$ cat src/rtl/core/lcnc_pkg.sv
// Shared types, codes and constants of the Luhn card number classifier.
package lcnc_pkg;

    localparam int CARD_BITS = 54;
    localparam int CNT_W     = 6;
    localparam int DCNT_W    = 5;

    typedef enum logic [1:0] {
        KIND_INVALID = 2'd0,
        KIND_VISA    = 2'd1,
        KIND_AMEX    = 2'd2,
        KIND_MASTER  = 2'd3
    } t_kind;

    typedef enum logic [2:0] {
        ST_IDLE,
        ST_CHECK,
        ST_CONVERT,
        ST_SCAN,
        ST_FINISH
    } t_state;

    localparam logic [DCNT_W-1:0] LEN_VISA_SHORT = 5'd13;
    localparam logic [DCNT_W-1:0] LEN_AMEX       = 5'd15;
    localparam logic [DCNT_W-1:0] LEN_LONG       = 5'd16;
    localparam logic [3:0]        LEAD_VISA      = 4'd4;
    localparam logic [6:0]        LEAD_AMEX_LO   = 7'd34;
    localparam logic [6:0]        LEAD_AMEX_HI   = 7'd37;
    localparam logic [6:0]        LEAD_MC_LO     = 7'd51;
    localparam logic [6:0]        LEAD_MC_HI     = 7'd55;
    localparam logic [3:0]        DEC_BASE       = 4'd10;

    typedef struct packed {
        logic              load;
        logic              shift;
        logic              scan;
        logic              odd;
        logic [DCNT_W-1:0] dnum;
        logic              capture;
    } t_cmd;

    typedef struct packed {
        logic ovf;
    } t_status;

    // Ten to the power n, worked out at elaboration.
    function automatic logic [64:0] pow10(input int n);
        logic [64:0] p;
        p = 65'd1;
        for (int i = 0; i < n; i++) begin
            p = p * 65'd10;
        end
        return p;
    endfunction

endpackage

$ cat src/rtl/core/lcnc_dpath.sv
// Datapath: binary to BCD conversion, digit scan with Luhn sum, classification.
module lcnc_dpath #(
    parameter int MAX_DIGITS = 16
) (
    input  logic                                i_clk,
    input  logic [lcnc_pkg::CARD_BITS-1:0]      i_card_number,
    input  lcnc_pkg::t_cmd                      i_cmd,
    output lcnc_pkg::t_status                   o_status,
    output logic [1:0]                          o_card_kind,
    output logic                                o_checksum_ok,
    output logic [lcnc_pkg::DCNT_W-1:0]         o_num_digits
);

    localparam int          BCD_W = 4 * MAX_DIGITS;
    localparam logic [64:0] LIMIT = lcnc_pkg::pow10(MAX_DIGITS);

    logic [lcnc_pkg::CARD_BITS-1:0] r_bin;
    logic [BCD_W-1:0]               r_bcd;
    logic [3:0]                     r_sum;
    logic [lcnc_pkg::DCNT_W-1:0]    r_cnt;
    logic [3:0]                     r_lead1;
    logic [6:0]                     r_lead2;
    logic [3:0]                     r_prev;
    logic                           r_ovf;
    lcnc_pkg::t_kind                r_kind;
    logic                           r_ok;
    logic [lcnc_pkg::DCNT_W-1:0]    r_count;

    logic             ovf_in;
    logic [BCD_W-1:0] bcd_adj;
    logic [3:0]       dig;
    logic [4:0]       dig2;
    logic [4:0]       dval;
    logic [4:0]       sum_raw;
    logic [3:0]       sum_next;
    logic [6:0]       dig_x10;
    logic             ok;
    lcnc_pkg::t_kind  kind;

    assign ovf_in = {11'd0, i_card_number} >= LIMIT;

    always_comb begin
        for (int k = 0; k < MAX_DIGITS; k++) begin
            if (r_bcd[4*k +: 4] >= 4'd5) begin
                bcd_adj[4*k +: 4] = r_bcd[4*k +: 4] + 4'd3;
            end else begin
                bcd_adj[4*k +: 4] = r_bcd[4*k +: 4];
            end
        end
    end

    // Even places are doubled; a two-digit double adds its digits, i.e. minus nine.
    always_comb begin
        dig  = r_bcd[3:0];
        dig2 = {dig, 1'b0};
        if (!i_cmd.odd) begin
            dval = {1'b0, dig};
        end else if (dig2 >= 5'd10) begin
            dval = dig2 - 5'd9;
        end else begin
            dval = dig2;
        end
        sum_raw = {1'b0, r_sum} + dval;
        if (sum_raw >= {1'b0, lcnc_pkg::DEC_BASE}) begin
            sum_next = 4'(sum_raw - {1'b0, lcnc_pkg::DEC_BASE});
        end else begin
            sum_next = sum_raw[3:0];
        end
        dig_x10 = {dig, 3'b000} + {2'b00, dig, 1'b0};
    end

    always_comb begin
        ok = (r_sum == 4'd0);
        if (!ok) begin
            kind = lcnc_pkg::KIND_INVALID;
        end else if (r_cnt == lcnc_pkg::LEN_VISA_SHORT && r_lead1 == lcnc_pkg::LEAD_VISA) begin
            kind = lcnc_pkg::KIND_VISA;
        end else if (r_cnt == lcnc_pkg::LEN_AMEX &&
                     (r_lead2 == lcnc_pkg::LEAD_AMEX_LO || r_lead2 == lcnc_pkg::LEAD_AMEX_HI)) begin
            kind = lcnc_pkg::KIND_AMEX;
        end else if (r_cnt == lcnc_pkg::LEN_LONG &&
                     r_lead2 >= lcnc_pkg::LEAD_MC_LO && r_lead2 <= lcnc_pkg::LEAD_MC_HI) begin
            kind = lcnc_pkg::KIND_MASTER;
        end else if (r_cnt == lcnc_pkg::LEN_LONG && r_lead1 == lcnc_pkg::LEAD_VISA) begin
            kind = lcnc_pkg::KIND_VISA;
        end else begin
            kind = lcnc_pkg::KIND_INVALID;
        end
    end

    always_ff @(posedge i_clk) begin
        if (i_cmd.load) begin
            r_bin   <= i_card_number;
            r_bcd   <= '0;
            r_sum   <= 4'd0;
            r_cnt   <= 5'd1;
            r_lead1 <= 4'd0;
            r_lead2 <= 7'd0;
            r_prev  <= 4'd0;
            r_ovf   <= ovf_in;
        end
        if (i_cmd.shift) begin
            r_bcd <= {bcd_adj[BCD_W-2:0], r_bin[lcnc_pkg::CARD_BITS-1]};
            r_bin <= {r_bin[lcnc_pkg::CARD_BITS-2:0], 1'b0};
        end
        if (i_cmd.scan) begin
            r_sum  <= sum_next;
            r_prev <= dig;
            r_bcd  <= {4'd0, r_bcd[BCD_W-1:4]};
            if (dig != 4'd0) begin
                r_cnt   <= i_cmd.dnum;
                r_lead1 <= dig;
                if (i_cmd.dnum == 5'd1) begin
                    r_lead2 <= {3'd0, dig};
                end else begin
                    r_lead2 <= dig_x10 + {3'd0, r_prev};
                end
            end
        end
        if (i_cmd.capture) begin
            if (r_ovf) begin
                r_kind  <= lcnc_pkg::KIND_INVALID;
                r_ok    <= 1'b0;
                r_count <= '0;
            end else begin
                r_kind  <= kind;
                r_ok    <= ok;
                r_count <= r_cnt;
            end
        end
    end

    assign o_status.ovf  = r_ovf;
    assign o_card_kind   = r_kind;
    assign o_checksum_ok = r_ok;
    assign o_num_digits  = r_count;

endmodule

$ cat src/rtl/core/lcnc_ctrl.sv
// Controller: sequences range check, conversion, digit scan and result handoff.
module lcnc_ctrl #(
    parameter int MAX_DIGITS = 16
) (
    input  logic              i_clk,
    input  logic              i_rst_n,
    input  logic              i_in_valid,
    output logic              o_in_stall,
    output logic              o_out_valid,
    input  logic              i_out_stall,
    input  lcnc_pkg::t_status i_status,
    output lcnc_pkg::t_cmd    o_cmd
);

    localparam logic [lcnc_pkg::CNT_W-1:0] LAST_BIT   = 6'(lcnc_pkg::CARD_BITS - 1);
    localparam logic [lcnc_pkg::CNT_W-1:0] LAST_DIGIT = 6'(MAX_DIGITS - 1);

    lcnc_pkg::t_state              r_state, n_state;
    logic [lcnc_pkg::CNT_W-1:0]    r_cnt, n_cnt;
    logic                          r_out_valid, n_out_valid;

    always_ff @(posedge i_clk) begin
        if (!i_rst_n) begin
            r_state     <= lcnc_pkg::ST_IDLE;
            r_cnt       <= '0;
            r_out_valid <= 1'b0;
        end else begin
            r_state     <= n_state;
            r_cnt       <= n_cnt;
            r_out_valid <= n_out_valid;
        end
    end

    always_comb begin
        n_state       = r_state;
        n_cnt         = r_cnt;
        n_out_valid   = r_out_valid && i_out_stall;
        o_in_stall    = 1'b1;
        o_cmd         = '0;
        o_cmd.odd     = r_cnt[0];
        o_cmd.dnum    = r_cnt[lcnc_pkg::DCNT_W-1:0] + 5'd1;
        unique case (r_state)
            lcnc_pkg::ST_IDLE: begin
                o_in_stall = 1'b0;
                if (i_in_valid) begin
                    o_cmd.load = 1'b1;
                    n_state    = lcnc_pkg::ST_CHECK;
                end
            end
            lcnc_pkg::ST_CHECK: begin
                n_cnt = '0;
                if (i_status.ovf) begin
                    n_state = lcnc_pkg::ST_FINISH;
                end else begin
                    n_state = lcnc_pkg::ST_CONVERT;
                end
            end
            lcnc_pkg::ST_CONVERT: begin
                o_cmd.shift = 1'b1;
                if (r_cnt == LAST_BIT) begin
                    n_cnt   = '0;
                    n_state = lcnc_pkg::ST_SCAN;
                end else begin
                    n_cnt = r_cnt + 6'd1;
                end
            end
            lcnc_pkg::ST_SCAN: begin
                o_cmd.scan = 1'b1;
                if (r_cnt == LAST_DIGIT) begin
                    n_cnt   = '0;
                    n_state = lcnc_pkg::ST_FINISH;
                end else begin
                    n_cnt = r_cnt + 6'd1;
                end
            end
            lcnc_pkg::ST_FINISH: begin
                // The output register is free when empty or taken in this cycle.
                if (!r_out_valid || !i_out_stall) begin
                    o_cmd.capture = 1'b1;
                    n_out_valid   = 1'b1;
                    n_state       = lcnc_pkg::ST_IDLE;
                end
            end
            default: begin
                n_state = lcnc_pkg::ST_IDLE;
            end
        endcase
    end

    assign o_out_valid = r_out_valid;

    a_accept_to_check: assert property (@(posedge i_clk) disable iff (!i_rst_n)
        (i_in_valid && !o_in_stall) |=> (r_state == lcnc_pkg::ST_CHECK))
        else $error("accepted item did not start the range check");

    a_capture_valid: assert property (@(posedge i_clk) disable iff (!i_rst_n)
        o_cmd.capture |=> o_out_valid)
        else $error("captured result not presented");

    a_no_overwrite: assert property (@(posedge i_clk) disable iff (!i_rst_n)
        o_cmd.capture |-> (!r_out_valid || !i_out_stall))
        else $error("result captured over a pending result");

    a_scan_range: assert property (@(posedge i_clk) disable iff (!i_rst_n)
        (r_state == lcnc_pkg::ST_SCAN) |-> (r_cnt <= LAST_DIGIT))
        else $error("digit index out of range");

    a_convert_end: assert property (@(posedge i_clk) disable iff (!i_rst_n)
        (r_state == lcnc_pkg::ST_CONVERT && r_cnt == LAST_BIT) |=>
        (r_state == lcnc_pkg::ST_SCAN))
        else $error("conversion did not hand over to the digit scan");

endmodule

$ cat src/rtl/core/luhn_card_number_classifier_core.sv
// Top level of the Luhn card number classifier: controller plus datapath.
//
//  channel | direction | handshake                 | payload
//  --------+-----------+---------------------------+-----------------------------------------
//  in      | input     | i_in_valid / o_in_stall   | i_card_number
//  out     | output    | o_out_valid / i_out_stall | o_card_kind, o_checksum_ok, o_num_digits
//
// An accepted item passes from a range check through the shift-add-3 converter, one input
// bit at a time, and the Luhn scan, one decimal digit at a time, to the capture into the
// result register; an out-of-range number goes from the range check straight to the capture.
// A new item is taken only in the idle state, which follows the capture.
// Reset is synchronous and active low; it clears the controller and the output valid.
// A stalled result holds; the next item is still taken and then waits in the capture state.
module luhn_card_number_classifier_core #(
    parameter int MAX_DIGITS = 16
) (
    input  logic                             i_clk,
    input  logic                             i_rst_n,
    input  logic                             i_in_valid,
    output logic                             o_in_stall,
    input  logic [lcnc_pkg::CARD_BITS-1:0]   i_card_number,
    output logic                             o_out_valid,
    input  logic                             i_out_stall,
    output logic [1:0]                       o_card_kind,
    output logic                             o_checksum_ok,
    output logic [lcnc_pkg::DCNT_W-1:0]      o_num_digits
);

    lcnc_pkg::t_cmd    cmd;
    lcnc_pkg::t_status status;

    lcnc_ctrl #(
        .MAX_DIGITS (MAX_DIGITS)
    ) u_ctrl (
        .i_clk       (i_clk),
        .i_rst_n     (i_rst_n),
        .i_in_valid  (i_in_valid),
        .o_in_stall  (o_in_stall),
        .o_out_valid (o_out_valid),
        .i_out_stall (i_out_stall),
        .i_status    (status),
        .o_cmd       (cmd)
    );

    lcnc_dpath #(
        .MAX_DIGITS (MAX_DIGITS)
    ) u_dpath (
        .i_clk         (i_clk),
        .i_card_number (i_card_number),
        .i_cmd         (cmd),
        .o_status      (status),
        .o_card_kind   (o_card_kind),
        .o_checksum_ok (o_checksum_ok),
        .o_num_digits  (o_num_digits)
    );

endmodule

$ cat config.mk
export PLATFORM = sky130hd
export DESIGN_NAME = luhn_card_number_classifier_core
export DESIGN_NICKNAME = d
export VERILOG_FILES = /design/src/rtl/core/lcnc_pkg.sv /design/src/rtl/core/lcnc_dpath.sv /design/src/rtl/core/lcnc_ctrl.sv /design/src/rtl/core/luhn_card_number_classifier_core.sv
export SDC_FILE = /design/constraint.sdc
export NUM_CORES = 1
export LEC_CHECK = 0
export BUFFER_PORTS_ARGS = -buffer_cell sky130_fd_sc_hd__buf_4
export CAP_MARGIN = 30
export CORE_AREA = 2 2 172 174
export DETAILED_ROUTE_END_ITERATION = 7
export DIE_AREA = 0 0 174 176
export SETUP_SLACK_MARGIN = 0.3
export SYNTH_ARGS = -nofsm -noshare
export SYNTH_HDL_FRONTEND = slang
export SYNTH_HIERARCHICAL = 1
export SYNTH_SLANG_ARGS = --single-unit
$ cat constraint.sdc
create_clock -name i_clk -period 7.11 [get_ports i_clk]
set_input_delay 0.3555 -clock i_clk [delete_from_list [all_inputs] [get_ports i_clk]]
set_output_delay 0.3555 -clock i_clk [all_outputs]
set_load 0.03 [all_outputs]
# Yosys cells after proc, flatten, opt, wreduce, memory -nomap -nowiden
# Index checks and enable logic that the tools add are counted.
# word_totals
reg_bits	161
input_bits	58
output_inout_bits	10
elab_cells	158
# op_classes
add_sub_neg	23
magnitude_cmp	21
n_eq_ne	17
mux	59
n_bitwise	1
n_reduce_logical	20
# op_table
cell	n
2-to-1 mux 64 bit	2
2-to-1 mux 54 bit	2
2-to-1 mux 4 bit	22
greater-or-equal comparator 4 x 3 -> 1 bit, second input constant	16
adder 4 x 2 -> 4 bit, second input constant	15
2-to-1 mux 60 bit	1
greater-or-equal comparator 54 bit, second input constant	1
2-to-1 mux 7 bit	4
2-to-1 mux 5 bit	5
2-to-1 mux 3 bit	6
case mux 6 bit (3 select lines)	1
case mux 3 bit (5 select lines)	1
== test 7 x 6 -> 1 bit, second input constant	2
2-to-1 mux 6 bit	2
2-to-1 mux 1 bit	11
== test 5 x 4 -> 1 bit, second input constant	2
greater-or-equal comparator 5 x 4 -> 1 bit, second input constant	2
adder 7 x 4 -> 7 bit	1
adder 7 x 5 -> 7 bit	1
greater-or-equal comparator 7 x 6 -> 1 bit, second input constant	1
less-or-equal comparator 7 x 6 -> 1 bit, second input constant	1
adder 6 x 1 -> 6 bit, second input constant	1
== test 3 x 2 -> 1 bit, second input constant	2
== test 6 x 4 -> 1 bit, second input constant	1
26 further kinds	38

# Longest topological paths before layout
# depth
ltp_word	7
depth_mapped	15
depth_no_buf	15

# Modules after synthesis
# Netlist, hierarchy kept.
# modules_own_cells
mod	n_inst	cells_per_inst	area_each_um2	seq_area_each_um2
lcnc_dpath	1	738	8094.0	4324.1
lcnc_ctrl	1	81	684.4	200.2

# Least setup slack after synthesis
# Ideal clock, no wire load.
# synth_path
path_type	flip-flop to flip-flop
from	reg u_ctrl.r_state[2]
to	reg u_dpath.r_bcd[0] (enable)
setup_time_ns	0.420
arrival_ns	2.910
t_required_ns	6.690
slack_ns	3.780
stages_incl_launch_ff	6
n_path_buf	2
synth_period_minus_slack_ns	3.330
path_cell_list	dfxtp_1 > clkbuf_1 > or3_1 > nor2_1 > clkbuf_1 > or3_1
# synth_rtl
item	line_no	source
from (decl)	lcnc_ctrl.sv:18	lcnc_pkg::t_state r_state, n_state;
from (signal assigned)	lcnc_ctrl.sv:24	r_state <= lcnc_pkg::ST_IDLE;
from (signal assigned)	lcnc_ctrl.sv:28	r_state <= n_state;
to (signal assigned)	lcnc_dpath.sv:103	r_bcd <= {bcd_adj[BCD_W-2:0], r_bin[lcnc_pkg::CARD_BITS-1]};
to (signal assigned)	lcnc_dpath.sv:109	r_bcd <= {4'd0, r_bcd[BCD_W-1:4]};
to (decl)	lcnc_dpath.sv:18	logic [BCD_W-1:0] r_bcd;

# Final worst setup path
# layout_path
from	reg u_dpath.r_bcd[0]
to	reg u_dpath.r_sum[1], data pin
# layout_via
elab_chain_len	7
word_cells_on_any_way	9
cone_classes	add/sub (3); order compare (2); mux (4)
# layout_lines
item	line_no	source
subtractor 5 x 4 -> 5 bit / greater-or-equal comparator 5 x 4 -> 1 bit (equally long branches)	lcnc_dpath.sv:59, lcnc_dpath.sv:58	
2-to-1 mux 5 bit	lcnc_dpath.sv:58	end else if (dig2 >= 5'd10) begin
2-to-1 mux 5 bit (*)	lcnc_dpath.sv:56	if (!i_cmd.odd) begin
adder 4 x 5 -> 5 bit (*)	lcnc_dpath.sv:63	sum_raw = {1'b0, r_sum} + dval;
subtractor 4 bit / greater-or-equal comparator 5 x 4 -> 1 bit (equally long branches)	lcnc_dpath.sv:65, lcnc_dpath.sv:64	
2-to-1 mux 4 bit (*)	lcnc_dpath.sv:64	if (sum_raw >= {1'b0, lcnc_pkg::DEC_BASE}) begin
2-to-1 mux 4 bit (*)	lcnc_dpath.sv:106	if (i_cmd.scan) begin
to (signal assigned)	lcnc_dpath.sv:107	r_sum <= sum_next;
to (decl)	lcnc_dpath.sv:19	logic [3:0] r_sum;
# Mark *: on every way between the ends. The rest lies on a longest branch, timed or not.
# A chain may end at the register's enable or synchronous reset.

==> metrics.txt <==
most frequent cells in the layout edfxtp_1, nand2_1, o21ai_0, buf_4, a21oi_1; Clk Latency, worst-skew pair 420 ps; drt via density 4.84; status complete, no violations; placed cell area 9650 um2; P_sw 0.000710 W; via count 6156; proportion of layout cells with a drive suffix above 1 14.7%; global-route wire length before repair a little under 30000 um; RR Endpoint u_dpath/r_sum[1]$_SDFFCE_PN0P_; core area 28500 um2; main flop type after synthesis edfxtp_1; dpl hpwl 11500 um; WL/cell 13.8 um; CTS tree yes; drt drc 0; hold path cells 3; post-synthesis sequential area ratio about half; H-tree levels 4; Post-synth EDFFs 130; Synthesized Nets 926; GR Overflow Total 0; FF-to-FF Start u_dpath/r_bcd[0]$_DFFE_PP_; Yosys cell types ~70; kind of critical path reg2reg; Post-Synthesis Cells about 820; nature of the critical path endpoint flip-flop; combinational group share of total power 15.7%; internal power between 0.0015 and 0.002 W; Critical Path RT 7370 ps; startpoint type of the worst setup path flip-flop; Sw Ratio 27.4%; CP top delay family multiplexers; Hold WC Path Type in2reg; RSZ-0062 raised after global routing no; Seq pwr share 46.8%; initial core utilization 30.8%; Slew headroom between 40% and 50%; Final Routed Wirelength between 15000 and 20000 um; row count 62; max incr delay on CP about 560 ps; reg2reg path depth 13; CTS buffer count 17; number of global-route vias before repair 6047; initial antenna violation count 0; Seq cells post-synth 161; pwr/cell area 252 nW/um2; post-layout min period approximately 3600 ps; LEAKAGE 3.89 nW; largest net degree at the start of global routing 81; final period utilization 51.2%; final hold viol count 0; share of flip-flops with an asynchronous set or reset 0%; setup TNS 0 ps; hold path startpoint i_card_number[0]; drt first pass iters 5; Global Route Usage Sum 11.8%; clk sinks 161; Die W approximately 170 um; Mean Syn Cell Area 10.7 um2; die area 30600 um2; post-route ant nets 0; Max rail drop VDD 117 uV; WP buf/inv 1; most common cell after layout, fill and taps aside edfxtp_1; Clock Pin Slew Worst Setup and Hold Paths 70 ps; skew final roughly 9.8 ps; Clock Path Buffers 2; slowest CP cell edfxtp_1; GPL Wtd Cong 0.766; worst-margin pin slew 817 ps; Slew Viols, Final 0; post-route cell area 10300 um2; CTS Hold Buffers Added 0; synthesized area 8780 um2; Die Height about 180 um; Max Freq 275 MHz; Diodes inserted 0; Hold Path End u_dpath/r_bin[0]$_SDFFE_PP0P_; clock power share 37.5%; postcts setup bufs 0; CP Max Fanout 9; Syn-to-layout area delta 17.1%; post-CTS sizing 0; flop2flop setup slack ~3500 ps; Synth warnings 6; ordered cell list for the critical path inv_1 > ha_1 > nor2b_1 > nor2_1 > nor2_1 > mux2_2 > mux2i_1 > ha_1 > nor2b_1 > o21a_2 > o211a_2 > a211oi_2 > mux2i_1; CTS root buf clkbuf_16; CP arrival ~4000 ps; port bufs between 60 and 70; initial DRC count 381; max-cap violations 0; Nets 981; IO Count 68; final number of setup-violating endpoints 0
-- routing by layer --
layer,GRT usage [%],part of all wire [%]
met1,16.0,49
met2,19.0,47
met3,2.67,2.9
met4,2.84,0.82
met5,0,0
-- registers in the layout (all words and copies together), names as in the netlist --
signal,cells
u_dpath/r_bin,54
u_dpath/o_num_digits,5
u_dpath/o_card_kind,2
u_ctrl/r_state,3
u_dpath/o_status,1
u_dpath/r_prev,4
u_dpath/o_checksum_ok,1
u_dpath/r_cnt,5
u_dpath/r_bcd,64
u_dpath/r_lead1,4
u_ctrl/o_out_valid,1
u_dpath/r_lead2,7
u_ctrl/r_cnt,6
u_dpath/r_sum,4
-- how the worst max path moves through the flow --
stage / start / to / slack (ps) / depth (start not counted)
3_5_place_dp: u_dpath/r_bcd[0]$_DFFE_PP_ / u_dpath/r_sum[1]$_SDFFCE_PN0P_ / 3500 / 13
5_1_grt: u_dpath/r_bcd[0]$_DFFE_PP_ / u_dpath/r_sum[1]$_SDFFCE_PN0P_ / 3260 / 14
3_3_place_gp: u_dpath/r_bcd[0]$_DFFE_PP_ / u_dpath/r_sum[2]$_SDFFCE_PN0P_ / 3680 / 13
4_1_cts: u_dpath/r_bcd[0]$_DFFE_PP_ / u_dpath/r_sum[1]$_SDFFCE_PN0P_ / 3450 / 13
6_report: u_dpath/r_bcd[0]$_DFFE_PP_ / u_dpath/r_sum[1]$_SDFFCE_PN0P_ / 3470 / 13
2_1_floorplan: u_ctrl/r_state[2]$_SDFFE_PN0P_ / u_dpath/r_bcd[0]$_DFFE_PP_ / 3780 / 5
-- area by class of cell --
class	count	area, um2
fill	2896	18300
sequential	161	4520
multi-input combinational	574	3920
timing repair buffer	75	563
tap	384	480
clock buffer	18	429
clock inverter	14	194
inverter	45	169
-- cells in the mapped netlist (9+ instances only) --
cell type	instances	area, um2
o31ai_1	18	135
nor2b_1	11	68.8
clkbuf_1	28	105
o21ai_0	78	390
ha_1	46	576
nand2_1	90	338
nor2_1	32	120
nor3b_1	17	128
dfxtp_1	31	621
a21oi_1	57	285
edfxtp_1	130	3900
xor2_1	20	175
inv_1	45	169
nand3b_1	12	90.1
xnor2_1	19	166
and2_1	10	62.6
mux2i_1	9	90.1
nand2b_1	22	138
a22o_1	54	473
-- metrics by stage --
| stage | util [%] | total power (W) | worst slack, ps | hold WS, ps | std cells |
|---|---|---|---|---|---|
| final | 36.0 | 0.00259 | 3470 | 183 | 1271 |
| after global routing | 36.0 | 0.00272 | 3260 | 191 | 1271 |
| after CTS | 36.0 | 0.00262 | 3450 | 169 | 1271 |
| after detailed placement | 33.8 | 0.00164 | 3500 | 444 | 1239 |
| after global placement | 33.8 | 0.00163 | 3680 | 436 | 1238 |
| after floorplan | - | 0.00152 | 3780 | 418 | 819 |
-- cells by family after synthesis --
kind of cell	share of synthesized area, %
mux	1.28
flops	51.5
fa+ha+maj	7.24
buf+inv	4.03
simple gates	14.5
compound gates	17.5
xor+xnor	3.89
-- power by group through the flow --
stage	sequential (W)	clock, W	combinational (W)
after floorplan	0.00121	0	0.000311
after global placement	0.00123	0	0.000402
after detailed placement	0.00123	0	0.000408
after CTS	0.00121	0.000996	0.000411
after global routing	0.00123	0.00103	0.000462
final	0.00121	0.000972	0.000407
-- tightest hold or removal path, cell delays in order --
cell and delay (ps):
buf_4 90, mux2i_1 60, nor2_1 80
No activity file was read; power rests on OpenSTA's default activity.
